<file path="config.mk">
export PLATFORM = sky130hd
export DESIGN_NAME = acal_div
export DESIGN_NICKNAME = d
export VERILOG_FILES = /design/src/hw/rtl/acal_pkg.sv /design/src/hw/rtl/acal_div.sv
export SDC_FILE = /design/constraint.sdc
export NUM_CORES = 2
export LEC_CHECK = 0
export ABC_CLOCK_PERIOD_IN_PS = 12200
export BUFFER_PORTS_ARGS = -buffer_cell sky130_fd_sc_hd__buf_2
export CORE_ASPECT_RATIO = 0.5
export CORE_MARGIN = 2
export CORE_UTILIZATION = 50
export CTS_BUF_LIST = sky130_fd_sc_hd__clkbuf_8
export CTS_CLUSTER_DIAMETER = 100
export DETAILED_ROUTE_END_ITERATION = 10
export PLACE_DENSITY = 0.78
export REMOVE_ABC_BUFFERS = 1
export SLEW_MARGIN = 25
export SYNTH_ARGS = -nofsm -noshare
export SYNTH_HDL_FRONTEND = slang
export SYNTH_SLANG_ARGS = --single-unit
</file>
<file path="constraint.sdc">
create_clock -name clk -period 12.2 [get_ports clk]
set_input_delay 0.61 -clock clk [delete_from_list [all_inputs] [get_ports clk]]
set_output_delay 0.61 -clock clk [all_outputs]
set_load 0.05 [all_outputs]
</file>
<file path="src/hw/rtl/acal_pkg.sv">
// ----------------------------------------------------------------------------
// acal_pkg
// Shared types and constants of the ADC sample calibration pipeline.
// ----------------------------------------------------------------------------
`default_nettype none

package acal_pkg;

    localparam int SAMPLE_BITS = 12;
    localparam int FRAC_BITS   = 16;
    localparam int COEF_BITS   = 16;
    localparam int VALUE_BITS  = 48;
    localparam int X_BITS      = SAMPLE_BITS + FRAC_BITS;
    localparam int SCALE_BITS  = 2 * COEF_BITS;
    localparam int PROD_BITS   = X_BITS + SCALE_BITS;

    // Full-scale normalisation: n / 4095 via n * 4097 >> 24 plus one correction
    localparam int FULL_SCALE  = 4095;
    localparam int RECIP_MUL   = 4097;
    localparam int RECIP_SHIFT = 24;
    localparam int RECIP_BITS  = X_BITS + 13;
    localparam int Q_BITS      = RECIP_BITS - RECIP_SHIFT;

    // Divider: quotient bits resolved per stage and stage count
    localparam int DIV_STEP    = 4;
    localparam int DIV_STAGES  = VALUE_BITS / DIV_STEP;

    localparam int CFG_IDX_BITS = 3;

    typedef enum logic [CFG_IDX_BITS-1:0] {
        REG_ADC_REFERENCE = 3'd0,
        REG_GAIN          = 3'd1,
        REG_OFFSET        = 3'd2,
        REG_SHUNT_DIVISOR = 3'd3,
        REG_SQUARE_COEFF  = 3'd4,
        REG_LINEAR_COEFF  = 3'd5,
        REG_CONST_COEFF   = 3'd6,
        REG_NORMALIZE     = 3'd7
    } cfg_idx_t;

    typedef struct packed {
        logic [COEF_BITS-1:0] adc_reference;
        logic [COEF_BITS-1:0] gain;
        logic [COEF_BITS-1:0] offset;
        logic [COEF_BITS-1:0] shunt_divisor;
        logic [COEF_BITS-1:0] square_coeff;
        logic [COEF_BITS-1:0] linear_coeff;
        logic [COEF_BITS-1:0] const_coeff;
        logic                 normalize_full_scale;
    } cfg_t;

    // Item travelling between the pipeline sections
    typedef struct packed {
        logic                  valid;
        logic                  last;
        logic                  sat;
        logic [VALUE_BITS-1:0] data;
    } item_t;

endpackage

`default_nettype wire

</file>
<file path="src/hw/rtl/acal_div.sv">
// ----------------------------------------------------------------------------
// acal_div
// Pipelined restoring divider by the shunt divisor, a few quotient bits a stage.
// ----------------------------------------------------------------------------
`default_nettype none

module acal_div
(
    input  wire logic            clk,
    input  wire logic            rst_n,
    input  wire logic            en,
    input  wire acal_pkg::item_t in_item,
    input  wire acal_pkg::cfg_t  cfg,
    output acal_pkg::item_t      out_item
);

    logic [acal_pkg::DIV_STAGES-1:0]  valid_reg;
    logic [acal_pkg::DIV_STAGES-1:0]  last_reg;
    logic [acal_pkg::DIV_STAGES-1:0]  sat_reg;
    logic [acal_pkg::VALUE_BITS-1:0]  dq_reg  [acal_pkg::DIV_STAGES];
    logic [acal_pkg::COEF_BITS-1:0]   rem_reg [acal_pkg::DIV_STAGES];

    logic [acal_pkg::COEF_BITS-1:0]   divisor;

    // zero means no division: divide by one instead
    assign divisor = (cfg.shunt_divisor == '0) ? acal_pkg::COEF_BITS'(1) : cfg.shunt_divisor;

    always_ff @(posedge clk or negedge rst_n)
    begin
        if (!rst_n)
        begin
            valid_reg <= '0;
        end
        else if (en)
        begin
            valid_reg <= {valid_reg[acal_pkg::DIV_STAGES-2:0], in_item.valid};
        end
    end

    for (genvar g = 0; g < acal_pkg::DIV_STAGES; g++)
    begin : g_stage
        logic [acal_pkg::VALUE_BITS-1:0] dq_in;
        logic [acal_pkg::COEF_BITS-1:0]  rem_in;
        logic [acal_pkg::VALUE_BITS-1:0] dq_next;
        logic [acal_pkg::COEF_BITS-1:0]  rem_next;

        if (g == 0)
        begin : g_first
            assign dq_in  = in_item.data;
            assign rem_in = '0;
        end
        else
        begin : g_rest
            assign dq_in  = dq_reg[g-1];
            assign rem_in = rem_reg[g-1];
        end

        always_comb
        begin
            logic [acal_pkg::COEF_BITS:0] trial;
            dq_next  = dq_in;
            rem_next = rem_in;
            for (int k = 0; k < acal_pkg::DIV_STEP; k++)
            begin
                trial   = {rem_next, dq_next[acal_pkg::VALUE_BITS-1]};
                dq_next = {dq_next[acal_pkg::VALUE_BITS-2:0], 1'b0};
                if (trial >= {1'b0, divisor})
                begin
                    trial      = trial - {1'b0, divisor};
                    dq_next[0] = 1'b1;
                end
                rem_next = trial[acal_pkg::COEF_BITS-1:0];
            end
        end

        always_ff @(posedge clk)
        begin
            if (en)
            begin
                dq_reg[g]  <= dq_next;
                rem_reg[g] <= rem_next;
                if (g == 0)
                begin
                    last_reg[g] <= in_item.last;
                    sat_reg[g]  <= in_item.sat;
                end
                else
                begin
                    last_reg[g] <= last_reg[g-1];
                    sat_reg[g]  <= sat_reg[g-1];
                end
            end
        end
    end

    always_comb
    begin
        out_item.valid = valid_reg[acal_pkg::DIV_STAGES-1];
        out_item.last  = last_reg[acal_pkg::DIV_STAGES-1];
        out_item.sat   = sat_reg[acal_pkg::DIV_STAGES-1];
        out_item.data  = dq_reg[acal_pkg::DIV_STAGES-1];
    end

endmodule

`default_nettype wire

</file>
==> qor.csv <==
metric,value,unit
grt_max_degree,159,
min_path_type,input port to async pin,
worst_ep_required_time,12790,ps
io_pins,218,
hpwl,120000,um
slew_viol_final,0,
largest_reg_flops,576,
yosys_most_used_dff,edfxtp_1,
final_common_cell,edfxtp_1,
wl_per_cell,18.7,um
crit_type,input port to flop,
synth_area,0.0655,mm^2
timing.fmax,88.4,MHz
async_reset_ff_frac,0.0152,
rsz0062_at_grt,no,
cts_htree_levels,3,
detailedPlace.worstSlack,287,ps
layout.nets,7712,
antenna_found_initial,8,
slew_headroom,0.310,
drc,0,
cp.arrival,11900,ps
worst_path_max_delay_cell,a221o_1,
yosysSeqAreaShare,0.360,
fin_skew,61.7,ps
fp.dieH,260,um
r2r-end,rem_reg[4][10],
synth_top_area_frac,0.356,
grt_overflow,0,
core_area,0.129,mm^2
drv_cap,0,
cp-startpoint,cfg[60],
grt_pass1_wl,255000,um
cpPeakStageDelay,590,ps
num_rows,93,
clk_pin_slew,70,ps
dr_total_vias,51200,
yosysTopAreaCell,edfxtp_1,
start_util,0.506,
status,finished clean,
reg2reg_depth,42,
synth_area_leaders,"edfxtp_1, ha_1, mux2_2",
postSynthCellCount,6455,
cts_buffer_depth,3,
portBuffers,120,
drtPass1Iterations,6,
ant_nets,0,
final_cells,8607,
dieArea,0.134,mm^2
final_cell_mix,"edfxtp_1, ha_1, a21oi_1",
insertion_delay,880,ps
setup_ws,891,ps
critPathCaptureType,flop,
finalCriticalPeriod,11310,ps
clock_sink_count,788,
yosys_warnings,0,
dp.cells,8334,
final_hold_viol_count,0,
place_congestion,0.940,
routed_wirelength,161000,um
grt_usage,0.235,
reg2reg_setup_slack,1150,ps
viasPerCell,5.95,
drtIter0Drc,4272,
ys_types,104,
syn_area_per_cell,10.1,um^2
cp_max_fo,17,
fin_crit_sh,0.927,
cts_tree,built,
startpoint_type,input port,
cts-root-buf,clkbuf_8,
numCtsBuffers,118,
syn2layout_area_growth,9.80,%
tightest_slew,1040,ps
drive_gt1_frac,0.143,
grt_pass1_vias,48500,
ys_ff_latch,788,
r2r_start,rem_reg[3][5],
setup_tns,0,ps
finalSetupViolCount,0,
synth_edf_count,776,
dieWidth,516,um
cells in the mapped netlist, types with 11 or more instances:
cell and instances:
a2111oi_0 11, fa_1 46, a31oi_1 52, o211ai_1 43, a21oi_1 513, nand3b_1 13
dfrtp_1 12, mux2_4 25, ha_1 754, or3_1 35, o21a_1 122, and4_1 11
or2_2 38, o31a_1 32, buf_2 22, a21o_1 220, a221o_1 13, o31ai_1 42
o21bai_1 76, a31o_2 20, o41ai_1 23, nor3_1 127, o21ai_0 338, o2111ai_1 14
and3_1 45, clkbuf_1 63, mux2_2 366, nand4_1 130, a211oi_1 49, inv_1 316
buf_4 57, xor2_1 177, o21ai_1 11, and2_1 24, mux2i_1 73, nor2_1 462
a211o_1 18, nand3_1 107, nor2b_1 88, nand2b_1 60, edfxtp_1 776, nor4_1 45
nand2_1 381, xnor2_1 350, a21boi_0 40
critical path, delay by kind of cell:
family / cells / cell delay [ps]
muxes: 4 / 1520
buffers and inverters: 6 / 1070
AOI/OAI and AO/OA: 21 / 5290
adders and majority gates: 4 / 1130
and+or+nand+nor: 11 / 2220
layout make-up:
cell class / count / area (um^2)
Antenna cell: 5 / 12.5
Clock buffer: 119 / 1640
Multi-Input combinational cell: 5186 / 39900
Sequential cell: 788 / 23600
Inverter: 325 / 1220
Tap cell: 1757 / 2200
Clock inverter: 101 / 936
Timing Repair Buffer: 326 / 2430
Fill cell: 11100 / 57500
routing by layer:
layer / vias to the layer above / GRT usage / wire length [um]
met2: 1541 / 0.380 / 72300
met3: 326 / 0.0429 / 11400
met4: 6 / 0.0728 / 4840
li1: 25000 / - / -
met5: - / 0 / 45
met1: 24300 / 0.320 / 72200
per-stage QoR:
step	hold WS [ps]	utilization	instance area, um^2
floorplan	314	-	64700
global placement	400	0.532	68900
detailed placement	405	0.532	68900
CTS	98.7	0.556	71900
global route	127	0.556	71900
finish	163	0.556	71900
logic make-up (layout without fill, tap and decap cells):
kind of cell	Yosys count	count (layout)	synth area share
AO/OA/AOI/OAI	1781	1781	0.180
XOR/XNOR	527	527	0.0704
adder cells (fa/ha/maj)	800	800	0.158
buffers and inverters	481	871	0.0317
flip-flops	788	788	0.360
multiplexers	475	475	0.0819
other	0	5	0
AND/OR/NAND/NOR	1603	1603	0.118
timing repair:
| item | CTS | global route |
|---|---|---|
| gates resized for setup | 0 | 1 |
| setup buffers | 0 | 0 |
| setup endpoints to repair | 0 | 5 |
| hold buffers | 48 | 0 |
| hold endpoints to repair | 59 | 0 |
worst max path at each step:
stage	endpoint	depth (start not counted)	slack [ps]
after floorplan	rem_reg[7][10]	41	-2920
after global placement	rem_reg[1][1]	48	430
after detailed placement	rem_reg[6][15]	45	290
after CTS	rem_reg[10][11]	47	1160
after global routing	rem_reg[2][1]	53	40
final	rem_reg[6][3]	46	890
Power is left out: the tool's default activity adds up to more than one toggle a clock period on the data nets, which glitch-free logic cannot reach.
